$ cat src/hdl/wsu_pkg.sv
// Package for the wavetable sound unit: transaction types, operation codes,
// RAM geometry and the reciprocal table for the mixer average.
// No dependencies.
package wsu_pkg;

   localparam int RAM_BYTES = 128;
   localparam int RAM_AW    = $clog2(RAM_BYTES);

   localparam logic [3:0]        UPDATE_PERIOD = 4'd15;
   localparam logic [RAM_AW-1:0] COUNT_ADDR    = RAM_AW'(7'h7f);

   typedef enum logic [2:0] {
      OP_TICK  = 3'd0,
      OP_ADDR  = 3'd1,
      OP_WRITE = 3'd2,
      OP_READ  = 3'd3,
      OP_CTRL  = 3'd4
   } op_type;

   typedef struct packed {
      logic [2:0] operation;
      logic [7:0] data;
   } req_type;

   typedef struct packed {
      logic [7:0]        read_data;
      logic signed [7:0] mix_level;
      logic              level_changed;
   } rsp_type;

   // ceil(2^16 / (code + 1)); exact floor division for magnitudes below 1024
   function automatic logic [16:0] mix_recip(input logic [2:0] code);
      logic [16:0] r;
      case (code)
         3'd0:    r = 17'd65536;
         3'd1:    r = 17'd32768;
         3'd2:    r = 17'd21846;
         3'd3:    r = 17'd16384;
         3'd4:    r = 17'd13108;
         3'd5:    r = 17'd10923;
         3'd6:    r = 17'd9363;
         default: r = 17'd8192;
      endcase
      return r;
   endfunction

endpackage

$ cat src/hdl/wsu_ram.sv
// Generic single-port-write, single-port-read RAM with registered read.
// No dependencies.
module wsu_ram #(
   parameter int WIDTH = 8,
   parameter int DEPTH = 128
) (
   input  logic                     clock,
   input  logic                     we,
   input  logic [$clog2(DEPTH)-1:0] waddr,
   input  logic [WIDTH-1:0]         wdata,
   input  logic [$clog2(DEPTH)-1:0] raddr,
   output logic [WIDTH-1:0]         rdata
);

   logic [WIDTH-1:0] mem [DEPTH];

   always_ff @(posedge clock) begin
      if (we) begin
         mem[waddr] <= wdata;
      end
      rdata <= mem[raddr];
   end

endmodule

$ cat src/hdl/wavetable_sound_unit.sv
// Eight-voice wavetable sound unit; depends on wsu_pkg and wsu_ram.
// A channel update tick reads the channel's eight registers, steps its phase, fetches the
// wave sample, writes the phase back and then sums the active channels one per cycle to
// form the mixer average; a write to the count byte while enabled also re-averages.
// One transaction at a time; the result register lets the next one start while a result waits.
// Synchronous reset clears control state and the RAM valid bits; unwritten bytes read zero.
module wavetable_sound_unit (
   input  logic             clock,
   input  logic             reset,
   input  logic             req_valid,
   output logic             req_stall,
   input  wsu_pkg::req_type req_payload,
   output logic             rsp_valid,
   input  logic             rsp_stall,
   output wsu_pkg::rsp_type rsp_payload
);

   typedef enum logic [3:0] {
      S_IDLE, S_RD_WAIT, S_CH_RD, S_CH_ADD, S_CH_WRAP, S_CH_WAVE,
      S_CH_SAMP, S_CH_WR3, S_CH_WR1, S_MIX_SUM, S_MIX_MUL, S_MIX_DIV, S_FINISH
   } state_type;

   state_type                    state_ff;
   logic [wsu_pkg::RAM_AW-1:0]   addr_ff;
   logic                         autoinc_ff;
   logic [3:0]                   div_ff;
   logic [2:0]                   chan_ff;
   logic signed [7:0]            level_ff [8];
   logic signed [7:0]            mixer_ff;
   logic                         disabled_ff;
   logic [2:0]                   count_ff;
   logic [wsu_pkg::RAM_BYTES-1:0] valid_ff;
   logic                         rd_valid_ff;
   logic [7:0]                   regs_ff [8];
   logic [3:0]                   idx_ff;
   logic [24:0]                  sum_ff;
   logic [23:0]                  phase_ff;
   logic [7:0]                   pos_ff;
   logic signed [10:0]           acc_ff;
   logic [2:0]                   mix_idx_ff;
   logic                         neg_ff;
   logic [26:0]                  prod_ff;
   logic                         is_tick_ff;
   logic [7:0]                   pend_rd_ff;
   logic                         pend_chg_ff;
   logic                         rsp_valid_ff;
   wsu_pkg::rsp_type             rsp_ff;

   logic                         accept;
   logic                         ram_we;
   logic [wsu_pkg::RAM_AW-1:0]   ram_waddr;
   logic [7:0]                   ram_wdata;
   logic [wsu_pkg::RAM_AW-1:0]   ram_raddr;
   logic [7:0]                   ram_rdata;
   logic [7:0]                   ram_byte;
   logic [wsu_pkg::RAM_AW-1:0]   addr_in;
   logic [4:0]                   div_in;
   logic [3:0]                   idx_m1;
   logic [23:0]                  ch_phase;
   logic [24:0]                  ch_freq;
   logic [8:0]                   lim_hi;
   logic [24:0]                  limit;
   logic [24:0]                  wrapped;
   logic [7:0]                   pos_in;
   logic [3:0]                   samp;
   logic signed [4:0]            sdiff;
   logic signed [9:0]            lvl_prod;
   logic signed [7:0]            lvl_sel;
   logic [10:0]                  mag_full;
   logic [9:0]                   quot;
   logic [9:0]                   quot_s;
   logic [7:0]                   mix_in;
   logic [2:0]                   chan_dn;
   logic [2:0]                   chan_in;

   assign req_stall   = (state_ff != S_IDLE);
   assign accept      = req_valid && !req_stall;
   assign rsp_valid   = rsp_valid_ff;
   assign rsp_payload = rsp_ff;

   assign ram_byte = rd_valid_ff ? ram_rdata : 8'd0;
   assign addr_in  = autoinc_ff ? addr_ff + wsu_pkg::RAM_AW'(1) : addr_ff;
   assign div_in   = {1'b0, div_ff} + 5'd1;
   assign idx_m1   = idx_ff - 4'd1;

   assign ch_phase = {regs_ff[5], regs_ff[3], regs_ff[1]};
   assign ch_freq  = {7'd0, regs_ff[4][1:0], regs_ff[2], regs_ff[0]};
   assign lim_hi   = 9'd256 - {1'b0, regs_ff[4][7:2], 2'b00};
   assign limit    = {lim_hi, 16'd0};
   assign wrapped  = (sum_ff >= limit) ? sum_ff - limit : sum_ff;
   assign pos_in   = phase_ff[23:16] + regs_ff[6];

   assign samp     = pos_ff[0] ? ram_byte[7:4] : ram_byte[3:0];
   assign sdiff    = $signed({1'b0, samp}) - 5'sd8;
   assign lvl_prod = sdiff * $signed({1'b0, regs_ff[7][3:0]});

   assign lvl_sel  = level_ff[mix_idx_ff];
   assign mag_full = acc_ff[10] ? 11'(-acc_ff) : acc_ff;
   assign quot     = prod_ff[25:16];
   assign quot_s   = neg_ff ? 10'd0 - quot : quot;
   assign mix_in   = quot_s[7:0];

   assign chan_dn  = chan_ff - 3'd1;
   assign chan_in  = (chan_ff == 3'd0 || chan_dn < ~count_ff) ? 3'd7 : chan_dn;

   always_comb begin
      ram_we    = 1'b0;
      ram_waddr = addr_ff;
      ram_wdata = req_payload.data;
      ram_raddr = addr_ff;
      case (state_ff)
         S_IDLE: begin
            ram_we = accept && (req_payload.operation == wsu_pkg::OP_WRITE);
         end
         S_CH_RD: begin
            ram_raddr = {1'b1, chan_ff, idx_ff[2:0]};
         end
         S_CH_WAVE: begin
            ram_raddr = pos_in[7:1];
         end
         S_CH_SAMP: begin
            ram_we    = 1'b1;
            ram_waddr = {1'b1, chan_ff, 3'd5};
            ram_wdata = phase_ff[23:16];
         end
         S_CH_WR3: begin
            ram_we    = 1'b1;
            ram_waddr = {1'b1, chan_ff, 3'd3};
            ram_wdata = phase_ff[15:8];
         end
         S_CH_WR1: begin
            ram_we    = 1'b1;
            ram_waddr = {1'b1, chan_ff, 3'd1};
            ram_wdata = phase_ff[7:0];
         end
         default: begin
            ram_we = 1'b0;
         end
      endcase
   end

   wsu_ram #(
      .WIDTH(8),
      .DEPTH(wsu_pkg::RAM_BYTES)
   ) u_ram (
      .clock(clock),
      .we   (ram_we),
      .waddr(ram_waddr),
      .wdata(ram_wdata),
      .raddr(ram_raddr),
      .rdata(ram_rdata)
   );

   always_ff @(posedge clock) begin
      rd_valid_ff <= valid_ff[ram_raddr];
      if (ram_we) begin
         valid_ff[ram_waddr] <= 1'b1;
      end
      if (rsp_valid_ff && !rsp_stall) begin
         rsp_valid_ff <= 1'b0;
      end

      case (state_ff)
         S_IDLE: begin
            if (accept) begin
               pend_rd_ff  <= 8'd0;
               pend_chg_ff <= 1'b0;
               state_ff    <= S_FINISH;
               case (req_payload.operation)
                  wsu_pkg::OP_TICK: begin
                     if (!disabled_ff) begin
                        if (div_in >= {1'b0, wsu_pkg::UPDATE_PERIOD}) begin
                           div_ff   <= 4'd0;
                           idx_ff   <= 4'd0;
                           state_ff <= S_CH_RD;
                        end else begin
                           div_ff <= div_in[3:0];
                        end
                     end
                  end
                  wsu_pkg::OP_ADDR: begin
                     addr_ff    <= req_payload.data[6:0];
                     autoinc_ff <= req_payload.data[7];
                  end
                  wsu_pkg::OP_WRITE: begin
                     addr_ff <= addr_in;
                     if (addr_ff == wsu_pkg::COUNT_ADDR) begin
                        count_ff <= req_payload.data[6:4];
                        if (!disabled_ff) begin
                           mix_idx_ff <= ~req_payload.data[6:4];
                           acc_ff     <= 11'sd0;
                           is_tick_ff <= 1'b0;
                           state_ff   <= S_MIX_SUM;
                        end
                     end
                  end
                  wsu_pkg::OP_READ: begin
                     addr_ff  <= addr_in;
                     state_ff <= S_RD_WAIT;
                  end
                  wsu_pkg::OP_CTRL: begin
                     disabled_ff <= req_payload.data[6];
                     if (!disabled_ff && req_payload.data[6] && mixer_ff != 8'sd0) begin
                        mixer_ff    <= 8'sd0;
                        pend_chg_ff <= 1'b1;
                     end
                  end
                  default: begin
                     pend_rd_ff <= 8'd0;
                  end
               endcase
            end
         end
         S_RD_WAIT: begin
            pend_rd_ff <= ram_byte;
            state_ff   <= S_FINISH;
         end
         S_CH_RD: begin
            if (idx_ff != 4'd0) begin
               regs_ff[idx_m1[2:0]] <= ram_byte;
            end
            if (idx_ff == 4'd8) begin
               state_ff <= S_CH_ADD;
            end else begin
               idx_ff <= idx_ff + 4'd1;
            end
         end
         S_CH_ADD: begin
            sum_ff   <= {1'b0, ch_phase} + ch_freq;
            state_ff <= S_CH_WRAP;
         end
         S_CH_WRAP: begin
            phase_ff <= wrapped[23:0];
            state_ff <= S_CH_WAVE;
         end
         S_CH_WAVE: begin
            pos_ff   <= pos_in;
            state_ff <= S_CH_SAMP;
         end
         S_CH_SAMP: begin
            level_ff[chan_ff] <= lvl_prod[7:0];
            state_ff          <= S_CH_WR3;
         end
         S_CH_WR3: begin
            state_ff <= S_CH_WR1;
         end
         S_CH_WR1: begin
            mix_idx_ff <= ~count_ff;
            acc_ff     <= 11'sd0;
            is_tick_ff <= 1'b1;
            state_ff   <= S_MIX_SUM;
         end
         S_MIX_SUM: begin
            acc_ff <= acc_ff + $signed({{3{lvl_sel[7]}}, lvl_sel});
            if (mix_idx_ff == 3'd7) begin
               state_ff <= S_MIX_MUL;
            end else begin
               mix_idx_ff <= mix_idx_ff + 3'd1;
            end
         end
         S_MIX_MUL: begin
            neg_ff   <= acc_ff[10];
            prod_ff  <= 27'(mag_full[9:0]) * 27'(wsu_pkg::mix_recip(count_ff));
            state_ff <= S_MIX_DIV;
         end
         S_MIX_DIV: begin
            if (mix_in != mixer_ff) begin
               mixer_ff    <= mix_in;
               pend_chg_ff <= 1'b1;
            end
            if (is_tick_ff) begin
               chan_ff <= chan_in;
            end
            state_ff <= S_FINISH;
         end
         S_FINISH: begin
            if (!rsp_valid_ff || !rsp_stall) begin
               rsp_valid_ff          <= 1'b1;
               rsp_ff.read_data      <= pend_rd_ff;
               rsp_ff.mix_level      <= mixer_ff;
               rsp_ff.level_changed  <= pend_chg_ff;
               state_ff              <= S_IDLE;
            end
         end
         default: begin
            state_ff <= S_IDLE;
         end
      endcase

      if (reset) begin
         state_ff     <= S_IDLE;
         addr_ff      <= '0;
         autoinc_ff   <= 1'b0;
         div_ff       <= 4'd0;
         chan_ff      <= 3'd7;
         mixer_ff     <= 8'sd0;
         disabled_ff  <= 1'b0;
         count_ff     <= 3'd0;
         valid_ff     <= '0;
         rsp_valid_ff <= 1'b0;
         for (int i = 0; i < 8; i++) begin
            level_ff[i] <= 8'sd0;
         end
      end
   end

endmodule

$ cat config.mk
export PLATFORM = sky130hd
export DESIGN_NAME = wavetable_sound_unit
export DESIGN_NICKNAME = d
export VERILOG_FILES = /design/src/hdl/wsu_pkg.sv /design/src/hdl/wsu_ram.sv /design/src/hdl/wavetable_sound_unit.sv
export SDC_FILE = /design/constraint.sdc
export NUM_CORES = 2
export LEC_CHECK = 0
export ABC_AREA = 1
export BUFFER_PORTS_ARGS = -buffer_cell sky130_fd_sc_hd__buf_4
export CORE_UTILIZATION = 40
export DETAILED_ROUTE_END_ITERATION = 8
export PLACE_DENSITY_LB_ADDON = 0.12
export SLEW_MARGIN = 20
export SYNTH_ARGS = -nofsm -noshare
export SYNTH_HDL_FRONTEND = slang
export SYNTH_SLANG_ARGS = --single-unit
$ cat constraint.sdc
create_clock -name clock -period 7.9 [get_ports clock]
set_input_delay 0.395 -clock clock [delete_from_list [all_inputs] [get_ports clock]]
set_output_delay 0.395 -clock clock [all_outputs]
set_load 0.05 [all_outputs]
# Yosys cells after proc, flatten, opt, wreduce, memory -nomap -nowiden
# Memory sizes are Yosys's and may differ from the RTL's. A register that Yosys moved wholly into a read port is not among the register bits.
# Cells that the tools add are included.
[totals] in_bits=15 mem_bits_rw=1152 ff_bits=281 output_inout_bits=19 word_cells=214 mem_count=3
[mem_list] memory="u_ram.mem" words=128 width=8 read_ports=1 rd_ports_with_merged_regs=1 write_ports=1 line="wsu_ram.sv:15" source="logic [WIDTH-1:0] mem [DEPTH];"
[mem_list] memory="level_ff" words=8 width=8 read_ports=1 rd_ports_with_merged_regs=1 write_ports=9 line="wavetable_sound_unit.sv:28" source="logic signed [7:0] level_ff [8];"
[mem_list] memory="regs_ff" words=8 width=8 read_ports=8 rd_ports_with_merged_regs=0 write_ports=1 line="wavetable_sound_unit.sv:34" source="logic [7:0] regs_ff [8];"
[op_classes] add_sub_neg=14 bitwise_logic=4 n_reduce_logical=43 order_cmp=6 eq_ne=41 mul=2 mux=76
[op_table] operator="128-bit bitwise OR" count=1
[op_table] operator="17-bit one-hot mux with 7 select lines" count=1
[op_table] operator="8-bit 2-to-1 mux" count=7
[op_table] operator="4-bit 2-to-1 mux" count=13
[op_table] operator="4-bit one-hot mux with 12 select lines" count=1
[op_table] operator="11-bit 2-to-1 mux" count=4
[op_table] operator="11-bit one-hot mux with 3 select lines" count=1
[op_table] operator="8-bit one-hot mux with 2 select lines" count=2
[op_table] operator="7-bit one-hot mux with 2 select lines" count=2
[op_table] operator="3-bit 2-to-1 mux" count=9
[op_table] operator="24-bit by 18-bit adder with 25-bit output" count=1
[op_table] operator="25-bit greater-or-equal comparator" count=1
[op_table] operator="4-bit equality test, second input constant" count=6
[op_table] operator="10-bit by 17-bit multiplier with 24-bit output" count=1
[op_table] operator="24-bit 2-to-1 mux" count=1
[op_table] operator="2-bit != test, second input constant" count=12
[op_table] operator="8-bit one-hot mux with 3 select lines" count=1
[op_table] operator="24-bit subtractor" count=1
[op_table] operator="1-bit 2-to-1 mux" count=22
[op_table] operator="7-bit one-hot mux with 3 select lines" count=1
[op_table] operator="17-bit 2-to-1 mux" count=1
[op_table] operator="4-bit by 3-bit equality test with 1-bit output, second input constant" count=4
[op_table] operator="7-bit by 8-bit less-than comparator with 1-bit output, second input constant" count=2
[op_table] operator="4-bit AND reduction" count=4
[op_table] operator="48 further kinds" count=87

# Logic depth before layout (Yosys ltp)
[depth] word_depth=7 depth_mapped=31 mapped_depth_nobuf=30

# By module
# A second synthesis with hierarchy kept.
[hier_totals] cells_unflattened=6621 hier_area_um2=66677.7
[modules_own_cells] module="wsu_ram" cells_each=3575 seq_area_each_um2=30909.6 instances=1 area_per_inst_um2=42104.1
[modules_own_cells] module="wavetable_sound_unit" cells_each=3046 seq_area_each_um2=9489.1 instances=1 area_per_inst_um2=24573.6

# Worst setup path after synthesis
# Ideal clock, no wire load.
[synth_timing] kind="reg2reg" from="register state_ff[3]" to="memory u_ram.mem[0][2], data pin" path_buffers=1 arrival_time_ns=6.083 period_less_slack_ns=7.281 required_time_ns=6.702 path_slack_ns=0.619 stages_incl_launch_ff=10 setup_ns=1.198 cell_sequence="dfxtp_1 > inv_2 > nand2_2 > nor2_2 > inv_2 > nand2_2 > nor2_4 > inv_4 > buf_4 > o21ai_0"
[synth_between] elab_chain_cells=2 elab_cells_between_ends=4 classes_between="eq/ne: 3; mux: 1"
[synth_lines] item="start, declared" line="wavetable_sound_unit.sv:23" source="state_type state_ff;"
[synth_lines] item="start signal, assigned" line="wavetable_sound_unit.sv:168" source="state_ff <= S_FINISH;"
[synth_lines] item="start signal, assigned" line="wavetable_sound_unit.sv:175" source="state_ff <= S_CH_RD;"
[synth_lines] item="start signal, assigned" line="wavetable_sound_unit.sv:193" source="state_ff <= S_MIX_SUM;"
[synth_lines] item="4-bit equality test / 4-bit by 3-bit equality test with 1-bit output (equally long branches)" line="wavetable_sound_unit.sv:111" source="case (state_ff)"
[synth_lines] item="8-bit one-hot mux with 3 select lines (*)" line="wavetable_sound_unit.sv:111"
[synth_lines] item="via ram_wdata[2]" line="wavetable_sound_unit.sv:52" source="logic [7:0] ram_wdata;"
[synth_lines] item="end, declared" line="wsu_ram.sv:15"
# Mark *: on every way through the listed nets, which the timed path passes. The rest lies on a longest branch.

# Final worst setup path
[layout_timing] from="register acc_ff[0]" to="register prod_ff[20], data pin"
[layout_between] elab_chain_cells=3
[layout_lines] item="start, declared" line="wavetable_sound_unit.sv:39" source="logic signed [10:0] acc_ff;"
[layout_lines] item="start signal, assigned" line="wavetable_sound_unit.sv:254" source="acc_ff <= acc_ff + $signed({{3{lvl_sel[7]}}, lvl_sel});"
[layout_lines] item="10-bit negation" line="wavetable_sound_unit.sv:98" source="assign mag_full = acc_ff[10] ? 11'(-acc_ff) : acc_ff;"
[layout_lines] item="10-bit 2-to-1 mux (*)" line="wavetable_sound_unit.sv:98"
[layout_lines] item="10-bit by 17-bit multiplier with 24-bit output (*)" line="wavetable_sound_unit.sv:263" source="prod_ff <= 27'(mag_full[9:0]) * 27'(wsu_pkg::mix_recip(count_ff));"
[layout_lines] item="end signal, assigned" line="wavetable_sound_unit.sv:263"
[layout_lines] item="end, declared" line="wavetable_sound_unit.sv:42" source="logic [26:0] prod_ff;"
# Every way passes the cells marked *; elsewhere a longest branch is shown, timed or not.
# A chain may end at the register's enable or synchronous reset.

==> impl_metrics.env <==
export IMPL_grt_use_met1_pct=32.2
export IMPL_final_common_cell="nand3_1"
export IMPL_seq_area_frac_synth_pct=58.0
export IMPL_yosysWarnings=0
export IMPL_powerDensity_nw_per_um2=302
export IMPL_max_freq_mhz=143
export IMPL_synth_edf_count=1188
export IMPL_arrival_ns=7.52
export IMPL_initial_core_util_pct=40.4
export IMPL_startpoint_type="register"
export IMPL_clk_pin_slew_ns=0.06
export IMPL_post_drt_wl_per_cell_um=21.0
export IMPL_fin_area_sq_um=77200
export IMPL_finalHoldViolCount=0
export IMPL_yosysTopAreaCell="edfxtp_1"
export IMPL_grt_pass1_vias=47090
export IMPL_use_met2_pct=35.9
export IMPL_dpl_instance_area_sq_um=72000
export IMPL_setup_violations=0
export IMPL_grt_pass1_wl_mm=302
export IMPL_synth_area_sq_um=69700
export IMPL_worstHoldPathCells=4
export IMPL_clock_sinks=1424
export IMPL_tns_ns=0
export IMPL_syn_inst=7150
export IMPL_hp_class="input pin to register"
export IMPL_vias=49007
export IMPL_regToRegSetupSlack_ns=0.92
export IMPL_cpMostUsedCell="inv_1"
export IMPL_reg2reg_depth=26
export IMPL_slowest_delay_ns=0.55
export IMPL_dp_cells=9205
export IMPL_path_max_fanout=10
export IMPL_endpoint_kind="register"
export IMPL_grt_max_degree=179
export IMPL_grt_total_usage_pct=22.7
export IMPL_clockPowerShare_pct=31.3
export IMPL_seq_power_share_pct=38.6
export IMPL_overflow=0
export IMPL_netSwitchingFraction_pct=36.5
export IMPL_rows=152
export IMPL_combPwrFrac_pct=30.1
export IMPL_r2r_end="prod_ff[20]"
export IMPL_drt_total_wl_mm=200
export IMPL_cp_slowest_cell="edfxtp_1"
export IMPL_cts_tree="built"
export IMPL_post_route_period_util_pct=88.4
export IMPL_p_leak_nw=31.6
export IMPL_numCtsBuffers=159
export IMPL_layout_common_cells="1254 x nand3_1, 1188 x edfxtp_1, 1174 x inv_1"
export IMPL_drcViolationCount=0
export IMPL_ant_nets=0
export IMPL_post_cts_buffers=0
export IMPL_avgSynthCellArea_sq_um=9.74
export IMPL_synthTopCellsByArea="edfxtp_1 51%, nand3_1 9.0%, dfxtp_1 6.8%, inv_1 6.3%, nand2_1 5.9%"
export IMPL_die_w_um=419
export IMPL_ir_worst_vdd_mv=0.245
export IMPL_cp_buffers_inverters=8
export IMPL_die_area_sq_um=176000
export IMPL_io_buffers=33
export IMPL_met3_usage_pct=3.21
export IMPL_dp_slack_ns=0.941
export IMPL_gp_congestion=0.849
export IMPL_synth_top_area_share_pct=51.2
export IMPL_grt_busiest_layer="met2"
export IMPL_finalNetCount=7325
export IMPL_coreArea_sq_um=172000
export IMPL_fin_crit_ns=6.98
export IMPL_ctsResizeCount=0
export IMPL_fin_ws_ns=0.916
export IMPL_first_pass_iters=5
export IMPL_top_level_ports=34
export IMPL_cts_root_buffer="clkbuf_16"
export IMPL_htreeDepth=4
export IMPL_slew_headroom_pct=18.9
export IMPL_vias_per_cell=5.15
export IMPL_crit_required_ns=8.44
export IMPL_internal_power_w=0.0148
export IMPL_drive_above_1_share_pct=5.86
export IMPL_critical_path_top_delay_family="adder cells"
export IMPL_place_hpwl_mm=118
export IMPL_worstMarginPinSlew_ns=1.22
export IMPL_crit_type="register to register"
export IMPL_clock_latency_ns=0.81
export IMPL_async_reset_ff_share_pct=0
export IMPL_cts_path_max_buffers=3
export IMPL_cap_viol_max_count=0
export IMPL_worstHoldStart="req_payload[9]"
export IMPL_syn_to_final_growth_pct=10.8
export IMPL_worst_hold_path_endpoint="pend_chg_ff"
export IMPL_antenna_found_initial=1
export IMPL_reg2reg_from="acc_ff[0]"
export IMPL_detail_route_iter0_violations=4050
export IMPL_power_w=0.0234
export IMPL_fin_cells=9516
export IMPL_grt_setup_unrepaired="no"
export IMPL_synth_cell_types=54
export IMPL_switchingPower_w=0.00853
export IMPL_fin_skew_ns=0.0259
export IMPL_status="completed"
export IMPL_slew_viol_final=0
export IMPL_die_y_um=419
export IMPL_ys_ff_latch=1424
export IMPL_syn_nets=7407
export IMPL_synthFlopType="edfxtp_1"
==> state kept, by name, summed over array words and instances (netlist names), 7 cells and up, named ones only <==
register / flops
level_ff: 64
u_ram.rdata: 8
u_ram.mem: 1024
phase_ff: 24
pend_rd_ff: 8
addr_ff: 7
mixer_ff: 8
acc_ff: 11
valid_ff: 128
regs_ff: 60
rsp_payload: 17
sum_ff: 25
prod_ff: 8
==> worst max-delay path by stage <==
stage                      from              end  slack, ns  cells after the start
finish                acc_ff[0]      prod_ff[20]       0.92                     26
global route          acc_ff[0]      prod_ff[20]       0.29                     26
CTS                   acc_ff[0]      prod_ff[20]       0.91                     26
detailed placement    acc_ff[0]      prod_ff[20]       0.94                     26
global placement      acc_ff[0]      prod_ff[20]       0.93                     26
floorplan           state_ff[3]  u_ram.mem[0][2]       0.62                      9
==> cell families after synthesis <==
group,Yosys count,synth area share (%)
DFF,1424,58.0
xor gates and xnor gates,70,0.880
AOI/OAI and AO/OA,457,3.60
and+or+nand+nor,3374,22.8
muxes,4,0.0647
adders and majority gates,242,5.68
buffers and inverters,1579,8.93
==> routing by layer <==
layer | up-vias | part of all wire, %
met5 | - | 0.0080
met4 | 2 | 2.7
met3 | 285 | 5.0
met2 | 1280 | 46
met1 | 23897 | 46
li1 | 23543 | -
==> through the flow <==
step	util, %	hold slack, ns
floorplan	-	0.400
global placement	41.8	0.411
detailed placement	41.8	0.405
CTS	44.8	0.00613
global route	44.8	0.0708
finish	44.8	0.0665
==> power by group through the flow <==
stage / sequential [W] / clock [W] / combinational (W)
2_1_floorplan: 0.00932 / 0 / 0.00429
3_3_place_gp: 0.00916 / 0 / 0.00701
3_5_place_dp: 0.00916 / 0 / 0.00702
4_1_cts: 0.00901 / 0.00746 / 0.00705
5_1_grt: 0.00902 / 0.00773 / 0.00765
6_report: 0.00900 / 0.00731 / 0.00704
==> worst min-delay path: stages <==
cell     delay [ns]
buf_4          0.10
nor3_1         0.07
nand2_1        0.08
nand2_1        0.05
==> synthesized netlist by cell type, types with 4 or more instances <==
| cell | number |
|---|---|
| a22o_1 | 6 |
| nor2_2 | 16 |
| ha_1 | 118 |
| o21a_1 | 7 |
| nand2_2 | 7 |
| buf_1 | 31 |
| nand3_1 | 1255 |
| a21oi_1 | 198 |
| dfxtp_1 | 236 |
| inv_1 | 1176 |
| a21o_1 | 5 |
| edfxtp_1 | 1188 |
| fa_1 | 124 |
| nand3b_1 | 385 |
| o21ai_1 | 5 |
| xnor2_1 | 25 |
| o21ai_0 | 168 |
| buf_2 | 173 |
| nor2_4 | 6 |
| o221ai_1 | 5 |
| nor4_1 | 4 |
| mux2_2 | 4 |
| o211ai_1 | 24 |
| buf_4 | 17 |
| inv_2 | 38 |
| nand4_1 | 12 |
| clkinv_1 | 8 |
| xor2_1 | 45 |
| nor2_1 | 550 |
| nor3_1 | 20 |
| a31oi_1 | 14 |
| nand2_1 | 1102 |
| or2_2 | 10 |
| o22ai_1 | 7 |
| clkbuf_1 | 131 |
==> cell type report <==
class | instances | area (sq um)
Fill cell | 16546 | 95100
Sequential cell | 1424 | 40400
Multi-Input combinational cell | 4147 | 23200
Inverter | 1223 | 4600
Clock buffer | 234 | 4480
Tap cell | 2310 | 2890
Timing Repair Buffer | 113 | 1030
Clock inverter | 64 | 621
Antenna cell | 1 | 2.50
==> what timing repair did <==
item | 4_1_cts | 5_1_grt
hold endpoints to repair | 23 | 0
endpoints found under the setup margin | 0 | 0
hold buffers | 12 | 0
No activity file was read; power rests on OpenSTA's default activity.
